**config.mk**
```make
export PLATFORM = sky130hd
export DESIGN_NAME = interval_overlap_best_match_flat
export DESIGN_NICKNAME = d
export VERILOG_FILES = /design/src/rtl/core/iobm_pkg.sv /design/src/rtl/core/iobm_if.sv /design/src/rtl/core/iobm_front.sv /design/src/rtl/core/iobm_queue.sv /design/src/rtl/core/iobm_back.sv /design/src/rtl/core/interval_overlap_best_match.sv /design/src/flat_wrapper.sv
export VERILOG_INCLUDE_DIRS = /design/src /design/src/rtl/core
export SDC_FILE = /design/constraint.sdc
export NUM_CORES = 2
export LEC_CHECK = 0
export BUFFER_PORTS_ARGS = -buffer_cell sky130_fd_sc_hd__buf_2
export CAP_MARGIN = 20
export CORE_ASPECT_RATIO = 0.5
export CORE_MARGIN = 3
export CORE_UTILIZATION = 45
export DETAILED_ROUTE_END_ITERATION = 6
export GPL_ROUTABILITY_DRIVEN = 0
export SLEW_MARGIN = 20
export SYNTH_ARGS = -nofsm -noshare
export SYNTH_HDL_FRONTEND = slang
export SYNTH_HIERARCHICAL = 1
export SYNTH_SLANG_ARGS = --single-unit
```
**constraint.sdc**
```tcl
create_clock -name i_clk -period 23.9 [get_ports i_clk]
set_clock_uncertainty 0.2 [all_clocks]
set_input_delay 5.975 -clock i_clk [delete_from_list [all_inputs] [get_ports i_clk]]
set_output_delay 5.975 -clock i_clk [all_outputs]
set_load 0.01 [all_outputs]
```
**src/rtl/core/interval_overlap_best_match_defines.svh**
```systemverilog
// assertion macros for the interval overlap best match block
// used by the top level, no other dependencies
`ifndef INTERVAL_OVERLAP_BEST_MATCH_DEFINES_SVH
`define INTERVAL_OVERLAP_BEST_MATCH_DEFINES_SVH
`ifndef SYNTHESIS
`define IOBM_ASSERT_IMP(lbl, clk, rst_n, ante, cons) \
    lbl: assert property (@(posedge clk) disable iff (!rst_n) (ante) |-> (cons)) \
        else $error("assertion failed");
`define IOBM_ASSERT_NXT(lbl, clk, rst_n, ante, cons) \
    lbl: assert property (@(posedge clk) disable iff (!rst_n) (ante) |=> (cons)) \
        else $error("assertion failed");
`else
`define IOBM_ASSERT_IMP(lbl, clk, rst_n, ante, cons)
`define IOBM_ASSERT_NXT(lbl, clk, rst_n, ante, cons)
`endif
`endif

```
**src/rtl/core/iobm_pkg.sv**
```systemverilog
// shared types, codes and helper functions of the interval overlap best match block
// no dependencies
`default_nettype none

package iobm_pkg;

    localparam int COORD_WIDTH_DEF = 32;
    localparam int ID_WIDTH_DEF    = 24;
    localparam int TOTAL_WIDTH     = 32;
    localparam int PRI_WIDTH       = 16;
    localparam int KIND_WIDTH      = 3;
    localparam int N_KINDS         = 5;
    localparam int QUEUE_DEPTH     = 2;

    localparam logic [1:0] CMD_START  = 2'd0;
    localparam logic [1:0] CMD_SEG    = 2'd1;
    localparam logic [1:0] CMD_FINISH = 2'd2;

    localparam logic [1:0] MODE_INCLUDE_FIRST = 2'd0;
    localparam logic [1:0] MODE_INCLUDE_ONLY  = 2'd1;
    localparam logic [1:0] MODE_EQUAL         = 2'd2;

    localparam logic [KIND_WIDTH-1:0] KIND_EXON = 3'd0;

    typedef logic [TOTAL_WIDTH-1:0] t_total;

    typedef enum logic [1:0] {
        CLS_NONE    = 2'd0,
        CLS_PARTIAL = 2'd1,
        CLS_INCLUDE = 2'd2
    } t_class;

    typedef enum logic [1:0] {
        OP_START  = 2'd0,
        OP_SEG    = 2'd1,
        OP_FINISH = 2'd2
    } t_op;

    typedef struct packed {
        t_op                         op;
        logic [KIND_WIDTH-1:0]       kind;
        logic                        last;
        t_class                      cls;
        t_total                      overlap;
        logic signed [PRI_WIDTH-1:0] pri;
    } t_q_item;

    typedef struct packed {
        logic full;
        logic empty;
    } t_q_status;

    function automatic logic signed [2:0] class_score(input logic [1:0] mode,
                                                      input t_class cls);
        logic signed [2:0] s;
        s = 3'sd0;
        case (cls)
            CLS_PARTIAL: begin
                case (mode)
                    MODE_INCLUDE_ONLY: s = -3'sd1;
                    default:           s = 3'sd1;
                endcase
            end
            CLS_INCLUDE: begin
                case (mode)
                    MODE_EQUAL: s = 3'sd1;
                    default:    s = 3'sd2;
                endcase
            end
            default: s = 3'sd0;
        endcase
        return s;
    endfunction

    function automatic t_total sat_add(input t_total a, input t_total b);
        logic [TOTAL_WIDTH:0] s;
        s = {1'b0, a} + {1'b0, b};
        return s[TOTAL_WIDTH] ? {TOTAL_WIDTH{1'b1}} : s[TOTAL_WIDTH-1:0];
    endfunction

endpackage

`default_nettype wire

```
**src/rtl/core/iobm_if.sv**
```systemverilog
// channel interfaces: input items, result items and configuration writes
// depends on iobm_pkg for default widths
`default_nettype none

interface iobm_in_if #(
    parameter int COORD_WIDTH = iobm_pkg::COORD_WIDTH_DEF,
    parameter int ID_WIDTH    = iobm_pkg::ID_WIDTH_DEF
);
    logic                                  valid;
    logic                                  ready;
    logic [1:0]                            cmd;
    logic [COORD_WIDTH-1:0]                query_start;
    logic [COORD_WIDTH-1:0]                query_end;
    logic [COORD_WIDTH-1:0]                seg_start;
    logic [COORD_WIDTH-1:0]                seg_end;
    logic [iobm_pkg::KIND_WIDTH-1:0]       seg_kind;
    logic [COORD_WIDTH-1:0]                tx_start;
    logic [COORD_WIDTH-1:0]                tx_end;
    logic signed [iobm_pkg::PRI_WIDTH-1:0] tx_priority;
    logic [ID_WIDTH-1:0]                   tx_id;
    logic                                  last_of_transcript;

    modport source (
        output valid, cmd, query_start, query_end, seg_start, seg_end, seg_kind,
               tx_start, tx_end, tx_priority, tx_id, last_of_transcript,
        input  ready
    );
    modport sink (
        input  valid, cmd, query_start, query_end, seg_start, seg_end, seg_kind,
               tx_start, tx_end, tx_priority, tx_id, last_of_transcript,
        output ready
    );
endinterface

interface iobm_out_if #(
    parameter int ID_WIDTH = iobm_pkg::ID_WIDTH_DEF
);
    logic                                  valid;
    logic                                  ready;
    logic                                  found;
    logic [1:0]                            match_type;
    logic [ID_WIDTH-1:0]                   winner_id;
    logic signed [iobm_pkg::PRI_WIDTH-1:0] winner_priority;
    logic [iobm_pkg::TOTAL_WIDTH-1:0]      exon_overlap;
    logic [iobm_pkg::TOTAL_WIDTH-1:0]      intron_overlap;
    logic [iobm_pkg::TOTAL_WIDTH-1:0]      cds_overlap;
    logic [iobm_pkg::TOTAL_WIDTH-1:0]      utr5_overlap;
    logic [iobm_pkg::TOTAL_WIDTH-1:0]      utr3_overlap;

    modport source (
        output valid, found, match_type, winner_id, winner_priority, exon_overlap,
               intron_overlap, cds_overlap, utr5_overlap, utr3_overlap,
        input  ready
    );
    modport sink (
        input  valid, found, match_type, winner_id, winner_priority, exon_overlap,
               intron_overlap, cds_overlap, utr5_overlap, utr3_overlap,
        output ready
    );
endinterface

interface iobm_cfg_if;
    logic       valid;
    logic       ready;
    logic [1:0] data;

    modport source (output valid, data, input ready);
    modport sink (input valid, data, output ready);
endinterface

`default_nettype wire

```
**src/rtl/core/iobm_front.sv**
```systemverilog
// front end: accepts items, holds the query bounds, clips segment overlap and classes candidates
// depends on iobm_pkg and iobm_in_if
`default_nettype none

module iobm_front #(
    parameter int COORD_WIDTH = iobm_pkg::COORD_WIDTH_DEF,
    parameter int ID_WIDTH    = iobm_pkg::ID_WIDTH_DEF
) (
    input  wire logic                 i_clk,
    input  wire logic                 i_rst_n,
    iobm_in_if.sink                   i_in,
    input  wire iobm_pkg::t_q_status  i_q_status,
    output logic                      o_push,
    output iobm_pkg::t_q_item         o_item,
    output logic [ID_WIDTH-1:0]       o_id
);

    localparam int TW = iobm_pkg::TOTAL_WIDTH;

    logic [COORD_WIDTH-1:0] r_qs, r_qe;
    logic [COORD_WIDTH-1:0] n_qs, n_qe;
    logic [COORD_WIDTH-1:0] lo, hi, ov_full;
    logic [TW-1:0]          ov_sat;
    logic                   accept;
    logic                   cmd_ok;
    iobm_pkg::t_op          op;

    assign i_in.ready = !i_q_status.full;
    assign accept     = i_in.valid && i_in.ready;

    assign lo      = (i_in.seg_start > r_qs) ? i_in.seg_start : r_qs;
    assign hi      = (i_in.seg_end < r_qe) ? i_in.seg_end : r_qe;
    assign ov_full = (hi > lo) ? (hi - lo) : '0;

    generate
        if (COORD_WIDTH > TW) begin : g_clip
            assign ov_sat = (|ov_full[COORD_WIDTH-1:TW]) ? {TW{1'b1}} : ov_full[TW-1:0];
        end else begin : g_ext
            assign ov_sat = TW'(ov_full);
        end
    endgenerate

    always_comb begin
        cmd_ok = 1'b1;
        unique case (i_in.cmd)
            iobm_pkg::CMD_START:  op = iobm_pkg::OP_START;
            iobm_pkg::CMD_SEG:    op = iobm_pkg::OP_SEG;
            iobm_pkg::CMD_FINISH: op = iobm_pkg::OP_FINISH;
            default: begin
                op     = iobm_pkg::OP_START;
                cmd_ok = 1'b0;
            end
        endcase
    end

    always_comb begin
        n_qs = r_qs;
        n_qe = r_qe;
        if (accept && i_in.cmd == iobm_pkg::CMD_START) begin
            n_qs = i_in.query_start;
            n_qe = i_in.query_end;
        end
    end

    always_ff @(posedge i_clk) begin
        if (!i_rst_n) begin
            r_qs <= '0;
            r_qe <= '0;
        end else begin
            r_qs <= n_qs;
            r_qe <= n_qe;
        end
    end

    assign o_push         = accept && cmd_ok;
    assign o_item.op      = op;
    assign o_item.kind    = i_in.seg_kind;
    assign o_item.last    = i_in.last_of_transcript;
    assign o_item.cls     = (i_in.tx_start <= r_qs && i_in.tx_end >= r_qe) ?
                            iobm_pkg::CLS_INCLUDE : iobm_pkg::CLS_PARTIAL;
    assign o_item.overlap = ov_sat;
    assign o_item.pri     = i_in.tx_priority;
    assign o_id           = i_in.tx_id;

endmodule

`default_nettype wire

```
**src/rtl/core/iobm_queue.sv**
```systemverilog
// short item queue between the front and back ends
// depends on iobm_pkg
`default_nettype none

module iobm_queue #(
    parameter int ID_WIDTH = iobm_pkg::ID_WIDTH_DEF
) (
    input  wire logic                 i_clk,
    input  wire logic                 i_rst_n,
    input  wire logic                 i_push,
    input  wire iobm_pkg::t_q_item    i_item,
    input  wire logic [ID_WIDTH-1:0]  i_id,
    input  wire logic                 i_pop,
    output iobm_pkg::t_q_item         o_head,
    output logic [ID_WIDTH-1:0]       o_head_id,
    output iobm_pkg::t_q_status       o_status
);

    localparam int DEPTH = iobm_pkg::QUEUE_DEPTH;
    localparam int PTR_W = (DEPTH > 1) ? $clog2(DEPTH) : 1;
    localparam int CNT_W = $clog2(DEPTH + 1);

    iobm_pkg::t_q_item   r_item [DEPTH];
    logic [ID_WIDTH-1:0] r_id   [DEPTH];
    logic [PTR_W-1:0]    r_wr_ptr, r_rd_ptr, n_wr_ptr, n_rd_ptr;
    logic [CNT_W-1:0]    r_cnt, n_cnt;

    always_comb begin
        n_wr_ptr = r_wr_ptr;
        n_rd_ptr = r_rd_ptr;
        n_cnt    = r_cnt;
        if (i_push) begin
            n_wr_ptr = (r_wr_ptr == PTR_W'(DEPTH - 1)) ? '0 : r_wr_ptr + 1'b1;
        end
        if (i_pop) begin
            n_rd_ptr = (r_rd_ptr == PTR_W'(DEPTH - 1)) ? '0 : r_rd_ptr + 1'b1;
        end
        case ({i_push, i_pop})
            2'b10:   n_cnt = r_cnt + 1'b1;
            2'b01:   n_cnt = r_cnt - 1'b1;
            default: n_cnt = r_cnt;
        endcase
    end

    always_ff @(posedge i_clk) begin
        if (!i_rst_n) begin
            r_wr_ptr <= '0;
            r_rd_ptr <= '0;
            r_cnt    <= '0;
        end else begin
            r_wr_ptr <= n_wr_ptr;
            r_rd_ptr <= n_rd_ptr;
            r_cnt    <= n_cnt;
        end
    end

    always_ff @(posedge i_clk) begin
        if (i_push) begin
            r_item[r_wr_ptr] <= i_item;
            r_id[r_wr_ptr]   <= i_id;
        end
    end

    assign o_head         = r_item[r_rd_ptr];
    assign o_head_id      = r_id[r_rd_ptr];
    assign o_status.full  = (r_cnt == CNT_W'(DEPTH));
    assign o_status.empty = (r_cnt == '0);

endmodule

`default_nettype wire

```
**src/rtl/core/iobm_back.sv**
```systemverilog
// back end: per-kind running totals, candidate ranking, best record and result register
// depends on iobm_pkg, iobm_out_if and iobm_cfg_if
`default_nettype none

module iobm_back #(
    parameter int ID_WIDTH = iobm_pkg::ID_WIDTH_DEF
) (
    input  wire logic                 i_clk,
    input  wire logic                 i_rst_n,
    iobm_cfg_if.sink                  i_cfg,
    input  wire iobm_pkg::t_q_item    i_head,
    input  wire logic [ID_WIDTH-1:0]  i_head_id,
    input  wire iobm_pkg::t_q_status  i_q_status,
    output logic                      o_pop,
    iobm_out_if.source                o_out
);

    localparam int NK = iobm_pkg::N_KINDS;
    localparam int PW = iobm_pkg::PRI_WIDTH;

    logic [1:0]             r_mode;
    iobm_pkg::t_total       r_run      [NK];
    iobm_pkg::t_total       r_best_tot [NK];
    iobm_pkg::t_class       r_best_cls;
    logic signed [PW-1:0]   r_best_pri;
    logic [ID_WIDTH-1:0]    r_best_id;
    logic                   r_have;

    iobm_pkg::t_total       n_run      [NK];
    iobm_pkg::t_total       n_best_tot [NK];
    iobm_pkg::t_class       n_best_cls;
    logic signed [PW-1:0]   n_best_pri;
    logic [ID_WIDTH-1:0]    n_best_id;
    logic                   n_have;

    logic                   r_out_valid, n_out_valid;
    logic                   r_out_found;
    iobm_pkg::t_class       r_out_cls;
    logic signed [PW-1:0]   r_out_pri;
    logic [ID_WIDTH-1:0]    r_out_id;
    iobm_pkg::t_total       r_out_tot [NK];

    iobm_pkg::t_total       cand [NK];
    logic [NK-1:0]          tot_gt, tot_ne;
    logic                   tot_win;
    logic signed [2:0]      score_a, score_b;
    logic                   cand_exon, best_exon;
    logic                   beats;
    logic                   emit;

    assign i_cfg.ready = 1'b1;

    always_ff @(posedge i_clk) begin
        if (!i_rst_n) begin
            r_mode <= iobm_pkg::MODE_INCLUDE_FIRST;
        end else if (i_cfg.valid) begin
            r_mode <= i_cfg.data;
        end
    end

    assign emit  = i_head.op == iobm_pkg::OP_FINISH;
    assign o_pop = !i_q_status.empty && (!emit || !r_out_valid || o_out.ready);

    always_comb begin
        for (int k = 0; k < NK; k++) begin
            cand[k]   = (i_head.kind == iobm_pkg::KIND_WIDTH'(k)) ?
                        iobm_pkg::sat_add(r_run[k], i_head.overlap) : r_run[k];
            tot_gt[k] = cand[k] > r_best_tot[k];
            tot_ne[k] = cand[k] != r_best_tot[k];
        end
        tot_win = 1'b0;
        for (int k = NK - 1; k >= 0; k--) begin
            if (tot_ne[k]) begin
                tot_win = tot_gt[k];
            end
        end
        score_a   = iobm_pkg::class_score(r_mode, i_head.cls);
        score_b   = iobm_pkg::class_score(r_mode, r_best_cls);
        cand_exon = cand[iobm_pkg::KIND_EXON] != '0;
        best_exon = r_best_tot[iobm_pkg::KIND_EXON] != '0;
        if (score_a != score_b) begin
            beats = score_a > score_b;
        end else if (cand_exon != best_exon) begin
            beats = cand_exon;
        end else if (i_head.pri != r_best_pri) begin
            beats = i_head.pri > r_best_pri;
        end else begin
            beats = tot_win;
        end
    end

    always_comb begin
        n_run      = r_run;
        n_best_tot = r_best_tot;
        n_best_cls = r_best_cls;
        n_best_pri = r_best_pri;
        n_best_id  = r_best_id;
        n_have     = r_have;
        if (o_pop) begin
            case (i_head.op)
                iobm_pkg::OP_START: begin
                    for (int k = 0; k < NK; k++) begin
                        n_run[k]      = '0;
                        n_best_tot[k] = '0;
                    end
                    n_best_cls = iobm_pkg::CLS_NONE;
                    n_best_pri = '0;
                    n_best_id  = '0;
                    n_have     = 1'b0;
                end
                iobm_pkg::OP_SEG: begin
                    n_run = cand;
                    if (i_head.last) begin
                        if (i_head.pri != '0 && beats) begin
                            n_best_tot = cand;
                            n_best_cls = i_head.cls;
                            n_best_pri = i_head.pri;
                            n_best_id  = i_head_id;
                            n_have     = 1'b1;
                        end
                        for (int k = 0; k < NK; k++) begin
                            n_run[k] = '0;
                        end
                    end
                end
                default: begin
                end
            endcase
        end
    end

    always_ff @(posedge i_clk) begin
        if (!i_rst_n) begin
            for (int k = 0; k < NK; k++) begin
                r_run[k]      <= '0;
                r_best_tot[k] <= '0;
            end
            r_best_cls <= iobm_pkg::CLS_NONE;
            r_best_pri <= '0;
            r_best_id  <= '0;
            r_have     <= 1'b0;
        end else begin
            r_run      <= n_run;
            r_best_tot <= n_best_tot;
            r_best_cls <= n_best_cls;
            r_best_pri <= n_best_pri;
            r_best_id  <= n_best_id;
            r_have     <= n_have;
        end
    end

    always_comb begin
        n_out_valid = r_out_valid;
        if (o_pop && emit) begin
            n_out_valid = 1'b1;
        end else if (o_out.ready) begin
            n_out_valid = 1'b0;
        end
    end

    always_ff @(posedge i_clk) begin
        if (!i_rst_n) begin
            r_out_valid <= 1'b0;
        end else begin
            r_out_valid <= n_out_valid;
        end
    end

    always_ff @(posedge i_clk) begin
        if (o_pop && emit) begin
            r_out_found <= r_have;
            r_out_cls   <= r_best_cls;
            r_out_pri   <= r_best_pri;
            r_out_id    <= r_best_id;
            r_out_tot   <= r_best_tot;
        end
    end

    assign o_out.valid           = r_out_valid;
    assign o_out.found           = r_out_found;
    assign o_out.match_type      = r_out_cls;
    assign o_out.winner_id       = r_out_id;
    assign o_out.winner_priority = r_out_pri;
    assign o_out.exon_overlap    = r_out_tot[0];
    assign o_out.intron_overlap  = r_out_tot[1];
    assign o_out.cds_overlap     = r_out_tot[2];
    assign o_out.utr5_overlap    = r_out_tot[3];
    assign o_out.utr3_overlap    = r_out_tot[4];

endmodule

`default_nettype wire

```
**src/rtl/core/interval_overlap_best_match.sv**
```systemverilog
// top level: front end, item queue and back end of the interval overlap best match block
// path: an accepted finish item is queued, then popped into the result register once that is free
// throughput: one item per cycle unless a finish waits on an untaken result, set by the
// combinational saturating add and compare; the two-entry queue fills while a result waits
// reset: synchronous active low, pointers, totals, best record, r_mode and result valid clear at once
`default_nettype none
`include "interval_overlap_best_match_defines.svh"

module interval_overlap_best_match #(
    parameter int COORD_WIDTH = iobm_pkg::COORD_WIDTH_DEF,
    parameter int ID_WIDTH    = iobm_pkg::ID_WIDTH_DEF
) (
    input  wire logic  i_clk,
    input  wire logic  i_rst_n,
    iobm_cfg_if.sink   i_cfg,
    iobm_in_if.sink    i_in,
    iobm_out_if.source o_out
);

    logic                q_push, q_pop;
    iobm_pkg::t_q_item   q_item, q_head;
    logic [ID_WIDTH-1:0] q_id, q_head_id;
    iobm_pkg::t_q_status q_status;

    iobm_front #(
        .COORD_WIDTH(COORD_WIDTH),
        .ID_WIDTH   (ID_WIDTH)
    ) u_front (
        .i_clk     (i_clk),
        .i_rst_n   (i_rst_n),
        .i_in      (i_in),
        .i_q_status(q_status),
        .o_push    (q_push),
        .o_item    (q_item),
        .o_id      (q_id)
    );

    iobm_queue #(
        .ID_WIDTH(ID_WIDTH)
    ) u_queue (
        .i_clk    (i_clk),
        .i_rst_n  (i_rst_n),
        .i_push   (q_push),
        .i_item   (q_item),
        .i_id     (q_id),
        .i_pop    (q_pop),
        .o_head   (q_head),
        .o_head_id(q_head_id),
        .o_status (q_status)
    );

    iobm_back #(
        .ID_WIDTH(ID_WIDTH)
    ) u_back (
        .i_clk     (i_clk),
        .i_rst_n   (i_rst_n),
        .i_cfg     (i_cfg),
        .i_head    (q_head),
        .i_head_id (q_head_id),
        .i_q_status(q_status),
        .o_pop     (q_pop),
        .o_out     (o_out)
    );

    `IOBM_ASSERT_NXT(a_finish_emits, i_clk, i_rst_n, q_pop && q_head.op == iobm_pkg::OP_FINISH, o_out.valid)
    `IOBM_ASSERT_IMP(a_pop_not_empty, i_clk, i_rst_n, q_pop, !q_status.empty)
    `IOBM_ASSERT_IMP(a_found_priority, i_clk, i_rst_n, o_out.valid && o_out.found, o_out.winner_priority != '0)
    `IOBM_ASSERT_IMP(a_none_clean, i_clk, i_rst_n, o_out.valid && !o_out.found, o_out.match_type == iobm_pkg::CLS_NONE && o_out.winner_id == '0)

endmodule

`default_nettype wire

```
**src/flat_wrapper.sv**
```systemverilog
// flat-port wrapper written by rule: the top's interface ports become plain ports
module interval_overlap_best_match_flat 
#(
    parameter int COORD_WIDTH = iobm_pkg::COORD_WIDTH_DEF,
    parameter int ID_WIDTH    = iobm_pkg::ID_WIDTH_DEF
)
  (i_clk, i_rst_n, i_cfg_valid, i_cfg_data, i_cfg_ready, i_in_valid, i_in_cmd, i_in_query_start, i_in_query_end, i_in_seg_start, i_in_seg_end, i_in_seg_kind, i_in_tx_start, i_in_tx_end, i_in_tx_priority, i_in_tx_id, i_in_last_of_transcript, i_in_ready, o_out_valid, o_out_found, o_out_match_type, o_out_winner_id, o_out_winner_priority, o_out_exon_overlap, o_out_intron_overlap, o_out_cds_overlap, o_out_utr5_overlap, o_out_utr3_overlap, o_out_ready);
  iobm_cfg_if i_cfg_i ();
  iobm_in_if #(.COORD_WIDTH(COORD_WIDTH), .ID_WIDTH(ID_WIDTH)) i_in_i ();
  iobm_out_if #(.ID_WIDTH(ID_WIDTH)) o_out_i ();
  input  wire logic i_clk;
  input  wire logic i_rst_n;
  input wire logic [$bits(i_cfg_i.valid)-1:0] i_cfg_valid;
  input wire logic [$bits(i_cfg_i.data)-1:0] i_cfg_data;
  output wire logic [$bits(i_cfg_i.ready)-1:0] i_cfg_ready;
  input wire logic [$bits(i_in_i.valid)-1:0] i_in_valid;
  input wire logic [$bits(i_in_i.cmd)-1:0] i_in_cmd;
  input wire logic [$bits(i_in_i.query_start)-1:0] i_in_query_start;
  input wire logic [$bits(i_in_i.query_end)-1:0] i_in_query_end;
  input wire logic [$bits(i_in_i.seg_start)-1:0] i_in_seg_start;
  input wire logic [$bits(i_in_i.seg_end)-1:0] i_in_seg_end;
  input wire logic [$bits(i_in_i.seg_kind)-1:0] i_in_seg_kind;
  input wire logic [$bits(i_in_i.tx_start)-1:0] i_in_tx_start;
  input wire logic [$bits(i_in_i.tx_end)-1:0] i_in_tx_end;
  input wire logic [$bits(i_in_i.tx_priority)-1:0] i_in_tx_priority;
  input wire logic [$bits(i_in_i.tx_id)-1:0] i_in_tx_id;
  input wire logic [$bits(i_in_i.last_of_transcript)-1:0] i_in_last_of_transcript;
  output wire logic [$bits(i_in_i.ready)-1:0] i_in_ready;
  output wire logic [$bits(o_out_i.valid)-1:0] o_out_valid;
  output wire logic [$bits(o_out_i.found)-1:0] o_out_found;
  output wire logic [$bits(o_out_i.match_type)-1:0] o_out_match_type;
  output wire logic [$bits(o_out_i.winner_id)-1:0] o_out_winner_id;
  output wire logic [$bits(o_out_i.winner_priority)-1:0] o_out_winner_priority;
  output wire logic [$bits(o_out_i.exon_overlap)-1:0] o_out_exon_overlap;
  output wire logic [$bits(o_out_i.intron_overlap)-1:0] o_out_intron_overlap;
  output wire logic [$bits(o_out_i.cds_overlap)-1:0] o_out_cds_overlap;
  output wire logic [$bits(o_out_i.utr5_overlap)-1:0] o_out_utr5_overlap;
  output wire logic [$bits(o_out_i.utr3_overlap)-1:0] o_out_utr3_overlap;
  input wire logic [$bits(o_out_i.ready)-1:0] o_out_ready;
  assign i_cfg_i.valid = i_cfg_valid;
  assign i_cfg_i.data = i_cfg_data;
  assign i_cfg_ready = i_cfg_i.ready;
  assign i_in_i.valid = i_in_valid;
  assign i_in_i.cmd = i_in_cmd;
  assign i_in_i.query_start = i_in_query_start;
  assign i_in_i.query_end = i_in_query_end;
  assign i_in_i.seg_start = i_in_seg_start;
  assign i_in_i.seg_end = i_in_seg_end;
  assign i_in_i.seg_kind = i_in_seg_kind;
  assign i_in_i.tx_start = i_in_tx_start;
  assign i_in_i.tx_end = i_in_tx_end;
  assign i_in_i.tx_priority = i_in_tx_priority;
  assign i_in_i.tx_id = i_in_tx_id;
  assign i_in_i.last_of_transcript = i_in_last_of_transcript;
  assign i_in_ready = i_in_i.ready;
  assign o_out_valid = o_out_i.valid;
  assign o_out_found = o_out_i.found;
  assign o_out_match_type = o_out_i.match_type;
  assign o_out_winner_id = o_out_i.winner_id;
  assign o_out_winner_priority = o_out_i.winner_priority;
  assign o_out_exon_overlap = o_out_i.exon_overlap;
  assign o_out_intron_overlap = o_out_i.intron_overlap;
  assign o_out_cds_overlap = o_out_i.cds_overlap;
  assign o_out_utr5_overlap = o_out_i.utr5_overlap;
  assign o_out_utr3_overlap = o_out_i.utr3_overlap;
  assign o_out_i.ready = o_out_ready;
  interval_overlap_best_match #(.COORD_WIDTH(COORD_WIDTH), .ID_WIDTH(ID_WIDTH)) u_core (.i_clk(i_clk), .i_rst_n(i_rst_n), .i_cfg(i_cfg_i), .i_in(i_in_i), .o_out(o_out_i));
endmodule
```
==> results.md <==
- Pwr dens: 89.5 nW/µm²
- IO Port Bufs: 449
- Htree depth: 3
- Initial antenna violation count: 28
- Top-area cell type share of the netlist area: 23.1%
- Required @ worst endpoint: 24.32 ns
- Cts hold-fix bufs: 0
- Final Core Density: 51.4%
- Post-Place Worst Slack: 12.14 ns
- Status: finished, final reports clean
- Primary FF master, synth: dfxtp_1
- Asr flop ratio synth: 0%
- Synth top cells by count: ha_1, dfxtp_1, nor2_1
- Max_cap viols: 0
- Setup TNS: 0 ns
- Tcrit/Tclk final: 47.4%
- Sequential area share after synthesis: 41.6%
- Worst Setup Start Kind: flop
- Top Ports: 451
- Final setup margin: 12.57 ns
- Maximum vdd ir drop: 0.0000853 V
- Min Tclk post-route: 11.33 ns
- Placeable Area: 103000 µm²
- Count of cell types in the netlist: 92
- CTS tree: done
- Routed WL: 147 mm
- Setup violators final: 0
- Setup Fix Bufs, Post-CTS: 0
- Crit-path slowest cell: buf_4
- Global-route wire length before repair: 222 mm
- Post-Syn Area: 47200 µm²
- P&R area growth vs syn: 12.4%
- Gr usage total: 26.0%
- PostCTS Resize Cnt: 0
- Share of cells above drive strength 1: 15.5%
- Count leader, synth: ha_1
- Final Max Tran Viols: 0
- WL met3: 10.5 mm
- Gr ovfl total: 0
- Largest net degree at the start of global routing: 179
- Longest Clk Path Bufs: 3
- Routed Antenna Nets: 0
- WS Path Type: reg2reg
- Mapped Avg Cell Area: 9.93 µm²
- Largest stage delay, worst path: 0.78 ns
- Dominant cell type by area after synthesis: edfxtp_1
- Syn_nets: 5504
- DR vias/cell: 5.92
- Starting density of the core: 45.7%
- RSZ-0062 raised after global routing: false
- Highest routed layer: met5
- Arrival @ worst endpoint: 11.75 ns
- Pleak: 0.0213 µW
- Maximum clock frequency: 0.0882 GHz
- TritonRoute pass-1 iters: 6
- Final hold viol count: 0
- Die height: 235 µm
- Post-synth EDFFs: 363
- CTS clk-pin slew, worst paths: 0.06 ns
- DRC errors left: 0
- Post-Syn Instances: 4750
- Die area: 109000 µm²
- Slew HR: 28.8%
- Final #Nets: 5828
- Min-delay worst type: reg2reg
- Clk Latency, worst-skew pair: 0.70 ns
- CTS sink count: 798
- Worst Max-Slew Pin Slew: 1.06 ns
- Area contributors post-synth: edfxtp_1, dfxtp_1, ha_1
- Ys Warns: 6
- Via Count: 38798
- CP most frequent cell: a211oi_1
- DIE WIDTH: 464 µm
- Hpwl dp: 106 mm
- Worst setup EP type: flop
- Row count: 83
- CTS buffer count: 79
- #FFs+latches synth: 798
- Routed len/inst: 22.4 µm
- Initial drt markers: 3386
- Clock Tree Root: clkbuf_16
- M1 WL: 65.9 mm
- Vias in the first global route: 36880
- Routed wl met2: 65.9 mm
- Critical-path maximum fanout: 68
[final timing paths]
check	startpoint	end	slack (ns)	depth (start not counted)
hold reg to reg	u_core/u_back/r_best_id[22]	u_core/u_back/o_out.winner_id[22]	0.23	0
hold / removal	u_core/u_back/r_best_id[22]	u_core/u_back/o_out.winner_id[22]	0.23	0
setup / recovery	flop	u_core/u_back/r_best_pri[15]	12.57	25
setup reg to reg	flop	u_core/u_back/r_best_pri[15]	12.57	25
[cell usage in the layout, fill, tap and decap left out, types with 73 or more instances in the layout]
cell       count
a21boi_0      73
a21o_1       144
a21oi_1      297
a22oi_1      125
a32o_1       157
buf_2        448
clkbuf_16     81
dfxtp_1      434
edfxtp_1     363
ha_1         503
inv_1        318
mux2_2       113
nand2_1      360
nand4_1       86
nor2_1       379
o21ai_0      138
xnor2_1       98
[per-layer routing]
metal	track usage, %	up-vias
met1	35.7	18833
met5	0	-
met4	8.46	22
met3	5.36	253
met2	40.9	1285
li1	-	18405
[logic make-up (layout without fill, tap and decap cells)]
family | Yosys count | in the layout | synth area share [%]
compound gates | 1382 | 1382 | 21.1
xor+xnor | 147 | 147 | 2.73
buf+inv | 570 | 960 | 5.46
simple gates | 1162 | 1162 | 11.4
flops | 798 | 798 | 41.6
mux | 181 | 181 | 4.14
other cells | 1 | 16 | 0.00795
fa+ha+maj | 509 | 509 | 13.6
[where the power goes]
part           leakage [µW]  internal, µW  switching, µW  total, µW
logic                0.0131           604           1200       1800
clock network       0.00130           740            580       1320
registers           0.00692          1570           53.3       1620
total                0.0213          2920           1830       4750
[metrics by stage]
step	total power (µW)	cell area (µm²)	cells	hold WS, ns
2_1_floorplan	2870	47200	4750	0.208
3_3_place_gp	3390	50300	6394	0.213
3_5_place_dp	3420	50300	6394	0.217
4_1_cts	4760	53000	6541	0.232
5_1_grt	5000	53000	6550	0.246
6_report	4750	53000	6557	0.233
[critical path, delay by kind of cell, from the launching register on]
| family | cells | cell delay, ns |
|---|---|---|
| AOI/OAI and AO/OA | 9 | 3.72 |
| and+or+nand+nor | 10 | 3.26 |
| buffers and inverters | 2 | 1.49 |
| adders and majority gates | 3 | 1.15 |
| DFF | 1 | 0.75 |
| muxes | 1 | 0.57 |
[registers in the layout (all words and copies together) (netlist names), 24 cells and up, named ones only]
name	cells
u_core/u_back/o_out.cds_overlap	32
u_core/u_back/o_out.exon_overlap	32
u_core/u_back/o_out.intron_overlap	32
u_core/u_back/o_out.utr3_overlap	32
u_core/u_back/o_out.utr5_overlap	32
u_core/u_back/o_out.winner_id	24
u_core/u_back/r_best_id	24
u_core/u_back/r_best_tot	160
u_core/u_back/r_run	160
u_core/u_front/r_qe	32
u_core/u_front/r_qs	32
u_core/u_queue/r_id	48
u_core/u_queue/r_item	112
[final cells by class]
class	count	area, µm²
diodes	15	37.5
clock buffers	97	2130
clock inverters	50	566
fillers	9495	50200
inverters	319	1200
multi-input cells	3382	25100
flip-flops and latches	798	19600
well taps	1402	1750
repair buffers	494	2630
Power figures use the tool's default switching activity.
